`src/tccw_pkg.sv`:
```
// Package for the text console cell writer.
// Holds the command codes, character codes and register indexes.
// No dependencies.
package tccw_pkg;

    // Classified command carried from the front end to the back end
    typedef enum logic [1:0] {
        OP_PUT,
        OP_BACKSPACE,
        OP_NEWLINE,
        OP_GOTO
    } t_op;

    // Character codes with special meaning
    localparam logic [7:0] CH_BACKSPACE = 8'h08;
    localparam logic [7:0] CH_LINEFEED  = 8'h0A;
    localparam logic [7:0] CH_RETURN    = 8'h0D;
    localparam logic [7:0] CH_SPACE     = 8'h20;

    // Input item kinds
    localparam logic KIND_CHAR = 1'b0;
    localparam logic KIND_GOTO = 1'b1;

    // Configuration register indexes
    localparam logic REG_FOREGROUND = 1'b0;
    localparam logic REG_BACKGROUND = 1'b1;

    // Fixed field widths
    localparam int ADDR_W   = 11;
    localparam int CHAR_W   = 8;
    localparam int COLOR_W  = 4;
    localparam int ATTR_W   = 8;
    localparam int COLUMN_W = 7;
    localparam int ROW_W    = 5;

endpackage

```
`src/tccw_front.sv`:
```
// Front end of the text console cell writer: classifies each input beat and
// precomputes the clamped cursor target of goto items.
// Depends on tccw_pkg.
module tccw_front #(
    parameter int COLUMNS = 80,
    parameter int ROWS    = 25
) (
    input  logic                               i_kind,
    input  logic [tccw_pkg::CHAR_W-1:0]        i_char_code,
    input  logic [tccw_pkg::COLUMN_W-1:0]      i_target_column,
    input  logic [tccw_pkg::ROW_W-1:0]         i_target_row,
    output tccw_pkg::t_op                      o_op,
    output logic [tccw_pkg::CHAR_W-1:0]        o_char,
    output logic [$clog2(COLUMNS*ROWS)-1:0]    o_pos,
    output logic [$clog2(COLUMNS)-1:0]         o_col
);

    localparam int CELLS     = COLUMNS * ROWS;
    localparam int LAST_CELL = CELLS - 1;
    localparam int POS_W     = $clog2(CELLS);
    localparam int COL_W     = $clog2(COLUMNS);
    localparam int COL_MAX   = (1 << tccw_pkg::COLUMN_W) - 1;
    localparam int ROW_MAX   = (1 << tccw_pkg::ROW_W) - 1;
    localparam int GOTO_MAX  = ROW_MAX * COLUMNS + COL_MAX;
    localparam int SUM_W0    = $clog2(GOTO_MAX + 1);
    localparam int SUM_W     = (SUM_W0 > POS_W) ? SUM_W0 : POS_W;
    localparam int COL_ENTRIES = 1 << tccw_pkg::COLUMN_W;

    logic [COL_W-1:0] col_mod [COL_ENTRIES];
    logic [SUM_W-1:0] goto_sum;
    logic             goto_clamp;

    // Constant table: target column modulo the row length
    for (genvar g = 0; g < COL_ENTRIES; g++) begin : g_col_mod
        assign col_mod[g] = COL_W'(g % COLUMNS);
    end

    // Goto target: row * COLUMNS + column, saturated at the last cell
    assign goto_sum   = SUM_W'(i_target_row) * SUM_W'(COLUMNS) + SUM_W'(i_target_column);
    assign goto_clamp = goto_sum > SUM_W'(LAST_CELL);

    // Classification
    always_comb begin
        o_char = i_char_code;
        o_pos  = goto_clamp ? POS_W'(LAST_CELL) : goto_sum[POS_W-1:0];
        o_col  = goto_clamp ? COL_W'(COLUMNS - 1) : col_mod[i_target_column];
        if (i_kind == tccw_pkg::KIND_GOTO) begin
            o_op = tccw_pkg::OP_GOTO;
        end else begin
            case (i_char_code)
                tccw_pkg::CH_BACKSPACE: o_op = tccw_pkg::OP_BACKSPACE;
                tccw_pkg::CH_LINEFEED:  o_op = tccw_pkg::OP_NEWLINE;
                tccw_pkg::CH_RETURN:    o_op = tccw_pkg::OP_NEWLINE;
                default:                o_op = tccw_pkg::OP_PUT;
            endcase
        end
    end

endmodule

```
`src/tccw_fifo.sv`:
```
// Small command queue between the front and back ends of the cell writer.
// Generic width and depth; ready depends only on the fill level.
// No dependencies.
module tccw_fifo #(
    parameter int WIDTH = 8,
    parameter int DEPTH = 2
) (
    input  logic             i_clk,
    input  logic             i_rst_n,
    input  logic             i_push,
    input  logic [WIDTH-1:0] i_data,
    output logic             o_not_full,
    input  logic             i_pop,
    output logic             o_not_empty,
    output logic [WIDTH-1:0] o_data
);

    localparam int PTR_W = $clog2(DEPTH);
    localparam int CNT_W = $clog2(DEPTH + 1);

    logic [WIDTH-1:0] r_mem [DEPTH];
    logic [PTR_W-1:0] r_wr_ptr, n_wr_ptr;
    logic [PTR_W-1:0] r_rd_ptr, n_rd_ptr;
    logic [CNT_W-1:0] r_count, n_count;

    assign o_not_full  = r_count != CNT_W'(DEPTH);
    assign o_not_empty = r_count != '0;
    assign o_data      = r_mem[r_rd_ptr];

    // Pointer and fill level update
    always_comb begin
        n_wr_ptr = r_wr_ptr;
        n_rd_ptr = r_rd_ptr;
        n_count  = r_count;
        if (i_push) begin
            n_wr_ptr = (r_wr_ptr == PTR_W'(DEPTH - 1)) ? '0 : r_wr_ptr + PTR_W'(1);
        end
        if (i_pop) begin
            n_rd_ptr = (r_rd_ptr == PTR_W'(DEPTH - 1)) ? '0 : r_rd_ptr + PTR_W'(1);
        end
        if (i_push && !i_pop) begin
            n_count = r_count + CNT_W'(1);
        end else if (!i_push && i_pop) begin
            n_count = r_count - CNT_W'(1);
        end
    end

    always_ff @(posedge i_clk) begin
        if (!i_rst_n) begin
            r_wr_ptr <= '0;
            r_rd_ptr <= '0;
            r_count  <= '0;
        end else begin
            r_wr_ptr <= n_wr_ptr;
            r_rd_ptr <= n_rd_ptr;
            r_count  <= n_count;
        end
    end

    // Storage
    always_ff @(posedge i_clk) begin
        if (i_push) begin
            r_mem[r_wr_ptr] <= i_data;
        end
    end

endmodule

```
`src/tccw_back.sv`:
```
// Back end of the cell writer: owns the cursor, executes queued commands and
// holds the output register for cell write beats.
// Depends on tccw_pkg.
module tccw_back #(
    parameter int COLUMNS = 80,
    parameter int ROWS    = 25
) (
    input  logic                               i_clk,
    input  logic                               i_rst_n,
    input  logic                               i_head_valid,
    input  tccw_pkg::t_op                      i_op,
    input  logic [tccw_pkg::CHAR_W-1:0]        i_char,
    input  logic [$clog2(COLUMNS*ROWS)-1:0]    i_pos,
    input  logic [$clog2(COLUMNS)-1:0]         i_col,
    input  logic [tccw_pkg::ATTR_W-1:0]        i_attr,
    output logic                               o_pop,
    output logic [$clog2(COLUMNS*ROWS)-1:0]    o_cursor,
    output logic                               o_out_valid,
    input  logic                               i_out_ready,
    output logic [tccw_pkg::ADDR_W-1:0]        o_cell_address,
    output logic [tccw_pkg::ATTR_W+tccw_pkg::CHAR_W-1:0] o_cell_value
);

    localparam int CELLS     = COLUMNS * ROWS;
    localparam int LAST_CELL = CELLS - 1;
    localparam int POS_W     = $clog2(CELLS);
    localparam int COL_W     = $clog2(COLUMNS);
    localparam int NL_W      = POS_W + 1;
    localparam int EXT_W     = POS_W + tccw_pkg::ADDR_W;
    localparam int VALUE_W   = tccw_pkg::ATTR_W + tccw_pkg::CHAR_W;

    logic [POS_W-1:0]   r_cursor, n_cursor;
    logic [COL_W-1:0]   r_col, n_col;
    logic               r_out_valid, n_out_valid;
    logic [tccw_pkg::ADDR_W-1:0] r_addr, n_addr;
    logic [VALUE_W-1:0] r_value, n_value;

    logic               writes;
    logic               out_free;
    logic [NL_W-1:0]    nl_sum;
    logic [POS_W-1:0]   wr_pos;
    logic [EXT_W-1:0]   wr_pos_ext;
    logic [tccw_pkg::CHAR_W-1:0] wr_char;

    assign writes   = (i_op == tccw_pkg::OP_PUT) || (i_op == tccw_pkg::OP_BACKSPACE);
    assign out_free = !r_out_valid || i_out_ready;
    assign o_pop    = i_head_valid && (!writes || out_free);
    assign nl_sum   = NL_W'(r_cursor) + NL_W'(COLUMNS) - NL_W'(r_col);

    // Cursor update and write data
    always_comb begin
        n_cursor = r_cursor;
        n_col    = r_col;
        wr_pos   = r_cursor;
        wr_char  = i_char;
        case (i_op)
            tccw_pkg::OP_PUT: begin
                if (r_cursor != POS_W'(LAST_CELL)) begin
                    n_cursor = r_cursor + POS_W'(1);
                    n_col    = (r_col == COL_W'(COLUMNS - 1)) ? '0 : r_col + COL_W'(1);
                end
            end
            tccw_pkg::OP_BACKSPACE: begin
                if (r_cursor != '0) begin
                    n_cursor = r_cursor - POS_W'(1);
                    n_col    = (r_col == '0) ? COL_W'(COLUMNS - 1) : r_col - COL_W'(1);
                end
                wr_pos  = n_cursor;
                wr_char = tccw_pkg::CH_SPACE;
            end
            tccw_pkg::OP_NEWLINE: begin
                // last row saturates at the last cell
                if (nl_sum > NL_W'(LAST_CELL)) begin
                    n_cursor = POS_W'(LAST_CELL);
                    n_col    = COL_W'(COLUMNS - 1);
                end else begin
                    n_cursor = nl_sum[POS_W-1:0];
                    n_col    = '0;
                end
            end
            tccw_pkg::OP_GOTO: begin
                n_cursor = i_pos;
                n_col    = i_col;
            end
            default: begin
                n_cursor = r_cursor;
            end
        endcase
    end

    // Output register: low address bits of the written cell
    assign wr_pos_ext = EXT_W'(wr_pos);

    always_comb begin
        n_out_valid = r_out_valid;
        n_addr      = r_addr;
        n_value     = r_value;
        if (o_pop && writes) begin
            n_out_valid = 1'b1;
            n_addr      = wr_pos_ext[tccw_pkg::ADDR_W-1:0];
            n_value     = {i_attr, wr_char};
        end else if (i_out_ready) begin
            n_out_valid = 1'b0;
        end
    end

    always_ff @(posedge i_clk) begin
        if (!i_rst_n) begin
            r_cursor    <= '0;
            r_col       <= '0;
            r_out_valid <= 1'b0;
        end else begin
            if (o_pop) begin
                r_cursor <= n_cursor;
                r_col    <= n_col;
            end
            r_out_valid <= n_out_valid;
        end
    end

    always_ff @(posedge i_clk) begin
        r_addr  <= n_addr;
        r_value <= n_value;
    end

    assign o_cursor       = r_cursor;
    assign o_out_valid    = r_out_valid;
    assign o_cell_address = r_addr;
    assign o_cell_value   = r_value;

endmodule

```
`src/text_console_cell_writer.sv`:
```
// Text console cell writer: top level with color registers and assertions.
// Depends on tccw_pkg, tccw_front, tccw_fifo and tccw_back.
//
// Usage:
//   Input channel (i_in_valid / o_in_ready) takes one beat per item: a
//   character (i_kind = 0) or a cursor goto (i_kind = 1) with column and row.
//   Output channel (o_out_valid / i_out_ready) delivers one beat for each
//   cell write: any character code but LF and CR. Newline and goto beats
//   move the cursor only and produce no output beat. Color registers are
//   written via i_cfg_we / i_cfg_index / i_cfg_data (index 0 foreground, 1
//   background); the user must do so only while idle (not enforced).
// Timing:
//   An input beat is registered in its queue entry, then in the output
//   register. Sustained throughput is one item per cycle, each pop moving the
//   cursor, as long as the output register is free for cell writes.
//   o_in_ready depends only on the fill level of the 2-entry command queue.
// Reset and stalls:
//   Synchronous reset puts the cursor at the top left cell, clears both
//   colors and empties the queue. When the receiver stalls, the output
//   register holds its beat, the queue fills, then o_in_ready drops.
module text_console_cell_writer #(
    parameter int COLUMNS = 80,
    parameter int ROWS    = 25
) (
    input  logic                                i_clk,
    input  logic                                i_rst_n,
    // configuration
    input  logic                                i_cfg_we,
    input  logic                                i_cfg_index,
    input  logic [tccw_pkg::COLOR_W-1:0]        i_cfg_data,
    // input channel
    input  logic                                i_in_valid,
    output logic                                o_in_ready,
    input  logic                                i_kind,
    input  logic [tccw_pkg::CHAR_W-1:0]         i_char_code,
    input  logic [tccw_pkg::COLUMN_W-1:0]       i_target_column,
    input  logic [tccw_pkg::ROW_W-1:0]          i_target_row,
    // output channel
    output logic                                o_out_valid,
    input  logic                                i_out_ready,
    output logic [tccw_pkg::ADDR_W-1:0]         o_cell_address,
    output logic [tccw_pkg::ATTR_W+tccw_pkg::CHAR_W-1:0] o_cell_value
);

    localparam int CELLS     = COLUMNS * ROWS;
    localparam int LAST_CELL = CELLS - 1;
    localparam int POS_W     = $clog2(CELLS);
    localparam int COL_W     = $clog2(COLUMNS);
    localparam int OP_W      = $bits(tccw_pkg::t_op);
    localparam int ENTRY_W   = OP_W + tccw_pkg::CHAR_W + POS_W + COL_W;
    localparam int QUEUE_DEPTH = 2;

    logic [tccw_pkg::COLOR_W-1:0] r_foreground;
    logic [tccw_pkg::COLOR_W-1:0] r_background;

    tccw_pkg::t_op               w_front_op;
    logic [tccw_pkg::CHAR_W-1:0] w_front_char;
    logic [POS_W-1:0]            w_front_pos;
    logic [COL_W-1:0]            w_front_col;
    logic                        w_push;
    logic [ENTRY_W-1:0]          w_entry_in;
    logic [ENTRY_W-1:0]          w_head;
    logic                        w_head_valid;
    logic                        w_pop;
    tccw_pkg::t_op               w_head_op;
    logic [tccw_pkg::CHAR_W-1:0] w_head_char;
    logic [POS_W-1:0]            w_head_pos;
    logic [COL_W-1:0]            w_head_col;
    logic [POS_W-1:0]            w_cursor;

    // Color registers
    always_ff @(posedge i_clk) begin
        if (!i_rst_n) begin
            r_foreground <= '0;
            r_background <= '0;
        end else if (i_cfg_we) begin
            case (i_cfg_index)
                tccw_pkg::REG_FOREGROUND: r_foreground <= i_cfg_data;
                tccw_pkg::REG_BACKGROUND: r_background <= i_cfg_data;
                default: ;
            endcase
        end
    end

    // Front end: classify the beat
    tccw_front #(
        .COLUMNS (COLUMNS),
        .ROWS    (ROWS)
    ) u_front (
        .i_kind          (i_kind),
        .i_char_code     (i_char_code),
        .i_target_column (i_target_column),
        .i_target_row    (i_target_row),
        .o_op            (w_front_op),
        .o_char          (w_front_char),
        .o_pos           (w_front_pos),
        .o_col           (w_front_col)
    );

    // Command queue
    assign w_push     = i_in_valid && o_in_ready;
    assign w_entry_in = {w_front_op, w_front_char, w_front_pos, w_front_col};

    tccw_fifo #(
        .WIDTH (ENTRY_W),
        .DEPTH (QUEUE_DEPTH)
    ) u_fifo (
        .i_clk       (i_clk),
        .i_rst_n     (i_rst_n),
        .i_push      (w_push),
        .i_data      (w_entry_in),
        .o_not_full  (o_in_ready),
        .i_pop       (w_pop),
        .o_not_empty (w_head_valid),
        .o_data      (w_head)
    );

    assign w_head_op   = tccw_pkg::t_op'(w_head[ENTRY_W-1 -: OP_W]);
    assign w_head_char = w_head[POS_W+COL_W +: tccw_pkg::CHAR_W];
    assign w_head_pos  = w_head[COL_W +: POS_W];
    assign w_head_col  = w_head[COL_W-1:0];

    // Back end: cursor and cell writes
    tccw_back #(
        .COLUMNS (COLUMNS),
        .ROWS    (ROWS)
    ) u_back (
        .i_clk          (i_clk),
        .i_rst_n        (i_rst_n),
        .i_head_valid   (w_head_valid),
        .i_op           (w_head_op),
        .i_char         (w_head_char),
        .i_pos          (w_head_pos),
        .i_col          (w_head_col),
        .i_attr         ({r_background, r_foreground}),
        .o_pop          (w_pop),
        .o_cursor       (w_cursor),
        .o_out_valid    (o_out_valid),
        .i_out_ready    (i_out_ready),
        .o_cell_address (o_cell_address),
        .o_cell_value   (o_cell_value)
    );

`ifndef SYNTH
    // Cursor never leaves the screen
    assert property (@(posedge i_clk) disable iff (!i_rst_n)
        w_cursor <= POS_W'(LAST_CELL))
        else $error("cursor beyond last cell");

    // Back end only consumes commands that are queued
    assert property (@(posedge i_clk) disable iff (!i_rst_n)
        w_pop |-> w_head_valid)
        else $error("pop from empty queue");

    // Reset leaves the queue empty, no output beat pending and the cursor at cell 0
    assert property (@(posedge i_clk)
        $past(!i_rst_n) |-> (!o_out_valid && !w_head_valid && w_cursor == '0))
        else $error("state not cleared by reset");
`endif

endmodule

```
`config.mk`:
```
export PLATFORM = sky130hd
export DESIGN_NAME = text_console_cell_writer
export DESIGN_NICKNAME = d
export VERILOG_FILES = /design/src/tccw_pkg.sv /design/src/tccw_front.sv /design/src/tccw_fifo.sv /design/src/tccw_back.sv /design/src/text_console_cell_writer.sv
export SDC_FILE = /design/constraint.sdc
export NUM_CORES = 1
export LEC_CHECK = 0
export BUFFER_PORTS_ARGS = -buffer_cell sky130_fd_sc_hd__buf_4
export CORE_UTILIZATION = 64
export DETAILED_ROUTE_END_ITERATION = 7
export GPL_TIMING_DRIVEN = 0
export PLACE_DENSITY = 0.81
export SYNTH_ARGS = -nofsm -noshare
export SYNTH_HDL_FRONTEND = slang
export SYNTH_SLANG_ARGS = --single-unit
```
`constraint.sdc`:
```
create_clock -name i_clk -period 8.9 [get_ports i_clk]
set_input_delay 1.78 -clock i_clk [delete_from_list [all_inputs] [get_ports i_clk]]
set_output_delay 1.78 -clock i_clk [all_outputs]
set_load 0.005 [all_outputs]
```
==> flow_summary.toml, run 1 <==
[run_status]
status = "finished with violations"
violations = "DRC"

[clock_network]
cts_setup_buffers = 0
cts_hold_buf = 0
cts_sinks = 107
numCtsBuffers = 9
clk_transition_reported_paths_ns = 0.12
clock_latency_ns = 0.39
cts_tree = "done"
htree_levels = 3
clockBufferDepth = 2
post_cts_resized = 0
cts-root-buf = "clkbuf_8"

[floorplan]
core_mm2 = 0.00933
die_w_um = 101
initial_core_util = 0.669
ios = 60
die_area_mm2 = 0.0102
std_cell_rows = 35
die_h_um = 101

[placement]
pre_cts_ws_ns = 4.29
hpwl_mm = 10.9
place_inst = 803
gp_congestion = 0.935
numPortBuffers = 59

[logic_synthesis]
yosysSeqAreaShare = 0.464
synth_edf_count = 75
ys.warnings.count = 0
ys_types = 65
syn_area_per_cell_um2 = 10.2
ys.flop_type = "edfxtp_1"
netlist_instances = 613
syn_area_mm2 = 0.00624
ys_seq_elements = 107
synthArstFlopShare = 0
syn_nets = 684

[routing]
drt_iter0_drc = 409
via_count = 5105
first_pass_iters = 8
drc = 1
wl_per_cell_um = 17.8
via_per_inst = 6.23
postRouteAntennaNets = 0
wirelength_mm = 14.6

[power_and_ir_drop]
p_leak_uw = 0.00274
p_int_uw = 1500
power_uw = 2810
power_switching_uw = 1310
power.density_mw_per_mm2 = 395
seq_power_share = 0.276
peakVddDrop_mv = 0.196
comb_power_share = 0.606
netSwitchingFraction = 0.466
pwr-share-clk = 0.118

[global_routing]
grt_usage = 0.300
antenna_found_initial = 0
grt_pass1_wl_mm = 23.1
grt_max_degree = 25
grt_pass1_vias = 4830
grt_overflow = 0

[sta]
post-route-period-util = 0.476
fmax_ghz = 0.236
finalWorstSetupSlack_ns = 4.66
hold_violations = 0
tightest_slew_ns = 1.16
tns_ns = 0
slew_violations = 0
setup_violations = 0
rsz0062_at_grt = "false"
period_needed_ns = 4.24
fin_skew_ns = 0.0171
relSlewSlack = 0.208

[finish]
fillCellCount = 651
multi_input_area_mm2 = 0.00313
regArea_mm2 = 0.00289
area_growth_pct = 14.1
drive_gt1_frac = 0.142
stdcell_count = 819
layout.nets = 756
layout_commonest_cell = "edfxtp_1"
final_cell_mix = "edfxtp_1, buf_4, nand2_1"
insertedDiodeCount = 0

[setup_path]
critPathBufInv = 2
path_cells = "buf_4 > ha_1 > ha_1 > inv_1 > fa_1 > nor3b_1 > a31oi_1 > o211a_1 > and2_0 > and3_1"
cpMostUsedCell = "ha_1"
worstPathRequired_ns = 9.05
critical_path.slowest_cell = "fa_1"
worst-path-max-fanout = 8
cp-start-kind = "primary input"
arrival_ns = 4.39
max_stage_delay_ns = 0.46
path_delay_family = "simple AND/OR/NAND/NOR gates"
worstSetupPathType = "primary input to register"
endpoint_kind = "register"

[flow_run]
drv_cap = 0

[min_path]
hp-class = "register to register"
Yosys cell counts, drive strengths merged (3+ instances only):
cell	n	area, um^2
buf	8	46.3
nand2	47	176
inv	29	109
nor3b	5	37.5
clkbuf	17	63.8
xnor2	24	210
edfxtp	75	2250
nor2	39	146
xor2	10	87.6
mux2i	25	250
and3	10	62.6
nand3	26	130
a21oi	29	145
o311ai	3	33.8
nand4	10	68.8
a211o	6	53.8
o221ai	3	26.3
nand2b	9	56.3
fa	3	60.1
ha	37	463
mux2	3	33.8
o21ai	37	189
nor2b	12	75.1
o21a	6	45.0
a311oi	3	26.3
a211oi	5	50.1
a21o	6	45.0
a21boi	7	52.6
or3	4	30.0
nor3	14	70.1
a31oi	16	100
o211ai	6	45.0
and2	9	56.3
dfxtp	32	641
nor4	7	43.8
nand3b	3	22.5
o22ai	3	18.8
routing by layer:
metal / wire length [um] / vias to the layer above / global-route usage
met5: 0 / - / 0
met1: 5910 / 2387 / 0.367
li1: - / 2430 / -
met2: 7110 / 239 / 0.509
met4: 473 / 0 / 0.161
met3: 1060 / 49 / 0.0520
per-stage QoR:
stage	util	hold WS (ns)	instance area (um^2)
floorplan	-	0.408	6240
detailed placement	0.739	0.418	6890
finish	0.763	0.444	7120
global route	0.763	0.466	7120
CTS	0.763	0.446	7120
global placement	0.734	0.418	6850
worst paths after layout:
check / startpoint / endpoint / slack, ns / depth (start not counted)
worst max-delay path: i_target_row[1] / u_fifo.r_mem[1][5] / 4.66 / 10
worst min-delay path: r_background[0] / u_back.o_cell_value[12] / 0.44 / 0
worst max register to register: u_back.o_cursor[4] / u_back.r_col[1] / 5.13 / 12
worst min register to register: r_background[0] / u_back.o_cell_value[12] / 0.44 / 0
sequential cells by signal (all words and copies together) (netlist names), 2 cells and up, named ones only:
register               flops
u_fifo.r_mem              48
u_back.o_cell_value       16
u_back.o_cell_address     11
u_back.o_cursor           11
u_back.r_col               7
r_background               4
r_foreground               4
u_fifo.r_count             2
area by class of cell:
type / count / area share
buffer: 25 / 0.0155
clock inverter: 7 / 0.0144
timing repair buffer: 61 / 0.0682
inverter: 29 / 0.0153
sequential: 107 / 0.406
multi-input combinational: 452 / 0.440
clock buffer: 9 / 0.0174
tap: 129 / 0.0227
cell families (layout without fill, tap and decap cells):
logic type	count (synthesis)	count (layout)	share of synthesized area
buf+inv	54	131	0.0351
simple gates	199	199	0.161
mux	28	28	0.0455
compound gates	151	151	0.163
xor+xnor	34	34	0.0477
flops	107	107	0.464
fa+ha+maj	40	40	0.0838
power groups by stage:
stage,clock [uW],combinational (uW),sequential (uW)
2_1_floorplan,0,1220,769
3_5_place_dp,0,1650,785
6_report,332,1700,776
5_1_grt,350,1870,789
4_1_cts,332,1670,775
3_3_place_gp,0,1590,782
Note: power is estimated with default switching activity, not from simulation.
==> run 2, diff against run 1 <==
--- a/config.mk
+++ b/config.mk
@@ -6,10 +6,10 @@
 export NUM_CORES = 1
 export LEC_CHECK = 0
 export BUFFER_PORTS_ARGS = -buffer_cell sky130_fd_sc_hd__buf_4
-export CORE_UTILIZATION = 64
+export CORE_UTILIZATION = 54
 export DETAILED_ROUTE_END_ITERATION = 7
 export GPL_TIMING_DRIVEN = 0
-export PLACE_DENSITY = 0.81
+export PLACE_DENSITY = 0.73
 export SYNTH_ARGS = -nofsm -noshare
 export SYNTH_HDL_FRONTEND = slang
 export SYNTH_SLANG_ARGS = --single-unit
==> constraint.sdc (replaced) <==
create_clock -name i_clk -period 3.62 [get_ports i_clk]
set_input_delay 0.724 -clock i_clk [delete_from_list [all_inputs] [get_ports i_clk]]
set_output_delay 0.724 -clock i_clk [all_outputs]
set_load 0.005 [all_outputs]
==> run 2 against run 1 <==
Net effect:
- the run now ends clean
- critical path depth up 1
- die area increased by 18%
- worst setup slack worse by 4.5 ns
- sequential share of layout area decreased by 0.67 points
- largest power group unchanged
==> flow_summary.toml, run 2 (synthesis results as in run 1) <==
[routing]
via_count = 5036
via_per_inst = 6.07
drc = 0
postRouteAntennaNets = 0
wl_met3_um = 836
wl_per_cell_um = 17.6
m1WireLength_mm = 6.31
first_pass_iters = 5
routed.top_layer = "met4"
wirelength_mm = 14.6
drt_iter0_drc = 554
wl_met2_mm = 7.12

[finish]
area_growth_pct = 16.3
regArea_mm2 = 0.00290
regMostFlops = "u_fifo.r_mem"
fillCellCount = 872
layout.nets = 755
drive_gt1_frac = 0.158
largest_register_ffs = 48
multi_input_area_mm2 = 0.00315
layout_commonest_cell = "edfxtp_1"
insertedDiodeCount = 0
final_cell_mix = "edfxtp_1, buf_4, nand2_1"

[power_and_ir_drop]
peakVddDrop_mv = 0.615
p_leak_uw = 0.00280
power.density_mw_per_mm2 = 995

[floorplan]
die_area_mm2 = 0.0120
core_mm2 = 0.0110
die_w_um = 110
ios = 60
std_cell_rows = 38
initial_core_util = 0.566
die_h_um = 110

[clock_network]
cts_sinks = 107
htree_levels = 3
cts_tree = "done"
clock_latency_ns = 0.35
cts-root-buf = "clkbuf_16"
cts_hold_buf = 0
clockBufferDepth = 2
clk_transition_reported_paths_ns = 0.08
numCtsBuffers = 9

[sta]
hold_violations = 0
relSlewSlack = 0.255
fin_skew_ns = 0.00737
setup_violations = 0
tightest_slew_ns = 1.09
tns_ns = 0
hold_ws_ns = 0.435
period_needed_ns = 3.50
slew_violations = 0
post-route-period-util = 0.968
fmax_ghz = 0.285
rsz0062_at_grt = "false"

[global_routing]
grt_pass1_vias = 4820
grt_usage = 0.261
antenna_found_initial = 0
grt_max_degree = 25
grt_overflow = 0
grt_pass1_wl_mm = 23.8

[setup_path]
worstSetupPathType = "register to register"
endpoint_kind = "register"
worst-path-max-fanout = 10
arrival_ns = 3.75
worstPathRequired_ns = 3.87
cp-start-kind = "register"

[min_path]
hp-class = "register to register"

[placement]
hpwl_mm = 10.8
gp_congestion = 0.903
numPortBuffers = 59

[run_status]
status = "finished clean"

[flow_run]
drv_cap = 0
## run 2: cell count changes in the layout (fill, tap and decap cells not counted), moves of 2 or more
cell / change
inv_8: -2
dfxtp_1: -5
clkbuf_8: -9
clkbuf_1: -3
clkbuf_16: +9
dfxtp_2: +4
## run 2: metal layers
layer  GRT usage  vias up
met1       0.340     2366
met3      0.0427       28
met5           0        -
met4      0.0924        0
li1            -     2427
met2       0.439      215
## run 2: repair_timing
action	4_1_cts	5_1_grt
buffers inserted	0	1
endpoints found under the setup margin	12	15
gates resized for setup	1	13
pin swaps	0	1
## run 2: report_power, final
| group | internal [uW] | total, uW | leakage, uW | switching (uW) |
|---|---|---|---|---|
| Clock | 561 | 1050 | 0.000159 | 491 |
| Combinational | 1690 | 4220 | 0.00167 | 2530 |
| Sequential | 1720 | 1950 | 0.000969 | 233 |
## run 2: worst max-delay path: stages (launching register included)
cell	delay, ns
dfxtp_2	0.46
inv_1	0.13
ha_1	0.29
inv_1	0.04
ha_1	0.38
a21o_1	0.21
a21oi_1	0.36
nand3_1	0.13
a2111o_1	0.44
or3_4	0.35
o31a_2	0.37
o311ai_2	0.24
## run 2: path summary, 6_finish.rpt
kind,from,endpoint,slack [ns],depth (start not counted)
max,u_back.o_cursor[4],u_back.r_col[1],0.12,11
min,r_background[3],u_back.o_cell_value[15],0.44,0
max reg2reg,u_back.o_cursor[4],u_back.r_col[1],0.12,11
min reg2reg,r_background[3],u_back.o_cell_value[15],0.44,0
## run 2: layout make-up
cell class | count | area share
multi-input cells | 452 | 0.434
clock buffers | 9 | 0.0310
flip-flops and latches | 107 | 0.400
plain buffers | 23 | 0.0143
clock inverters | 7 | 0.0145
repair buffers | 62 | 0.0679
well taps | 140 | 0.0241
inverters | 29 | 0.0150
## run 2: per-stage QoR
stage	cells	utilization	cell area (um^2)	setup slack, ns	power (uW)
after floorplan	613	-	6240	0.320	4890
after global placement	812	0.622	6860	-0.0243	5860
after detailed placement	814	0.626	6910	-0.0637	6000
after CTS	828	0.656	7230	0.0421	7070
after global routing	829	0.658	7260	0.00220	7770
final	829	0.658	7260	0.116	7220
==> run 3, diff against run 2 <==
--- a/config.mk
+++ b/config.mk
@@ -5,6 +5,7 @@
 export SDC_FILE = /design/constraint.sdc
 export NUM_CORES = 1
 export LEC_CHECK = 0
+export ABC_AREA = 1
 export BUFFER_PORTS_ARGS = -buffer_cell sky130_fd_sc_hd__buf_4
 export CORE_UTILIZATION = 54
 export DETAILED_ROUTE_END_ITERATION = 7
==> run 3 against run 2 <==
Net effect:
- via count increased by 5.7%
- die area grew 1.2%
- utilization fell by 2.1 points
- first-iteration DRC count down 25%
- final cell count rose by 18%
- routed wire length rose by 5.6%
- sequential cell count unchanged
- largest power group unchanged
==> flow_summary.toml, run 3 <==
[run_status]
status = "finished clean"

[global_routing]
grt_overflow = 0
grt_pass1_vias = 4979
antenna_found_initial = 0
grt_max_degree = 29
grt_pass1_wl_mm = 24.0
grt_usage = 0.264

[setup_path]
max_stage_delay_ns = 0.36
cp-start-kind = "register"
worstPathRequired_ns = 3.90
worstSetupPathType = "register to register"
path_delay_family = "simple AND/OR/NAND/NOR gates"
critical_path.slowest_cell = "ha_1"
path_cells = "clkbuf_1 > inv_1 > ha_1 > inv_1 > ha_1 > a21oi_2 > nand2_1 > nand2_1 > nand2_1 > nand2_1 > nand2_1 > nor2_1 > nand3_1 > nand2_1 > nand2_2 > buf_6 > nand2_1 > nand2_1 > a21oi_1"
critPathBufInv = 4
cpMostUsedCell = "nand2_1"
worst-path-max-fanout = 10
arrival_ns = 3.38
endpoint_kind = "register"

[power_and_ir_drop]
power_switching_uw = 3030
seq_power_share = 0.289
comb_power_share = 0.563
peakVddDrop_mv = 0.438
p_leak_uw = 0.00329
power_uw = 6550
power.density_mw_per_mm2 = 900
p_int_uw = 3530
pwr-share-clk = 0.148
netSwitchingFraction = 0.462

[floorplan]
std_cell_rows = 39
core_mm2 = 0.0114
die_w_um = 110
initial_core_util = 0.553
die_area_mm2 = 0.0121
die_h_um = 110
ios = 60

[finish]
drive_gt1_frac = 0.149
fillCellCount = 991
layout.nets = 903
layout_commonest_cell = "nand2_1"
insertedDiodeCount = 0
final_cell_mix = "nand2_1, inv_1, edfxtp_1"
area_growth_pct = 15.3
fin_util = 0.638
stdcell_count = 980
largest_register_ffs = 48
regMostFlops = "u_fifo.r_mem"

[routing]
drt_iter0_drc = 416
via_per_inst = 5.43
drc = 0
wl_per_cell_um = 15.7
first_pass_iters = 5
postRouteAntennaNets = 0
via_count = 5325
wirelength_mm = 15.4

[clock_network]
post_cts_resized = 0
cts_setup_buffers = 0
cts-root-buf = "clkbuf_16"
cts_tree = "done"
htree_levels = 3
clk_transition_reported_paths_ns = 0.08
cts_sinks = 107
cts_hold_buf = 0
clockBufferDepth = 2
numCtsBuffers = 9
clock_latency_ns = 0.36

[logic_synthesis]
syn_nets = 831
synth_edf_count = 75
ys_top_cells_by_count = "nand2_1, inv_1, edfxtp_1"
synth.largest_area_cell = "edfxtp_1"
syn_area_per_cell_um2 = 8.31
yosysMostFrequentCell = "nand2_1"
ys_seq_elements = 107
yosysSeqAreaShare = 0.458
ys.flop_type = "edfxtp_1"
syn_area_mm2 = 0.00632
ys.warnings.count = 0
synth.area.top_cells = "edfxtp_1, nand2_1, dfxtp_1, ha_1, inv_1"
synth_top_cell_area_share = 0.357
netlist_instances = 760
synthArstFlopShare = 0
ys_types = 46

[sta]
tightest_slew_ns = 1.13
relSlewSlack = 0.244
hold_violations = 0
rsz0062_at_grt = "false"
slew_violations = 0
fmax_ghz = 0.323
post-route-period-util = 0.855
setup_violations = 0
tns_ns = 0
fin_skew_ns = 0.00886
period_needed_ns = 3.09

[min_path]
hp-class = "register to register"

[placement]
numPortBuffers = 59
hpwl_mm = 11.7
gp_congestion = 0.905
place_inst = 964

[flow_run]
drv_cap = 0
==> run 3: cell types whose count changed in the layout (fill, tap and decap cells not counted), sizes merged, moves of 10 or more <==
cell   change
a31oi     -12
o21ai     +10
a21oi     +28
nand3     +15
nand2    +149
and3      -10
inv       +72
xnor2     -21
nor2      +31
mux2i     -24
nor2b     -12
==> run 3: cell type report <==
cell class / instances / area [um^2] / share of cell area
buffer: 18 / 103 / 0.0141
clock inverter: 7 / 68.8 / 0.00945
inverter: 103 / 392 / 0.0538
tap: 143 / 179 / 0.0246
multi-input combinational: 532 / 2930 / 0.403
clock buffer: 9 / 225 / 0.0309
timing repair buffer: 61 / 485 / 0.0667
sequential: 107 / 2890 / 0.397
==> run 3: logic make-up after synthesis <==
kind of cell	Yosys count	share of synthesized area
buffers and inverters	121	0.0782
AND/OR/NAND/NOR	349	0.241
multiplexers	1	0.00158
AO/OA/AOI/OAI	122	0.110
XOR/XNOR	20	0.0277
flip-flops	107	0.458
adder cells (fa/ha/maj)	40	0.0828
==> run 3: power groups by stage <==
stage | registers [uW] | clock network [uW] | logic, uW
after CTS | 1890 | 972 | 3660
after detailed placement | 1920 | 0 | 3620
after floorplan | 1890 | 0 | 2610
after global routing | 1930 | 1020 | 4160
final | 1900 | 968 | 3690
after global placement | 1910 | 0 | 3530
==> run 3: path summary, 6_finish.rpt <==
kind                 startpoint                endpoint  slack (ns)  cells past startpoint
min reg2reg     r_foreground[0]  u_back.o_cell_value[8]        0.43                      0
min             r_foreground[0]  u_back.o_cell_value[8]        0.43                      0
max reg2reg  u_back.o_cursor[4]      u_back.o_cursor[2]        0.53                     19
max          u_back.o_cursor[4]      u_back.o_cursor[2]        0.53                     19
==> run 3: layer usage <==
layer,track usage,part of all wire,vias to the layer above,routed length [um]
met5,0,0,-,0
met4,0.0836,0.015,0,227
met3,0.0406,0.045,19,687
met2,0.456,0.50,158,7700
met1,0.341,0.44,2498,6770
li1,-,-,2650,-
==> run 3: metrics by stage <==
stage                     setup WS [ns]  hold slack [ns]  area (um^2)
after floorplan                   0.667            0.403         6320
after global placement            0.322            0.409         6940
after detailed placement          0.192            0.416         6990
after CTS                         0.555            0.439         7280
after global routing              0.146            0.443         7280
final                             0.525            0.434         7280
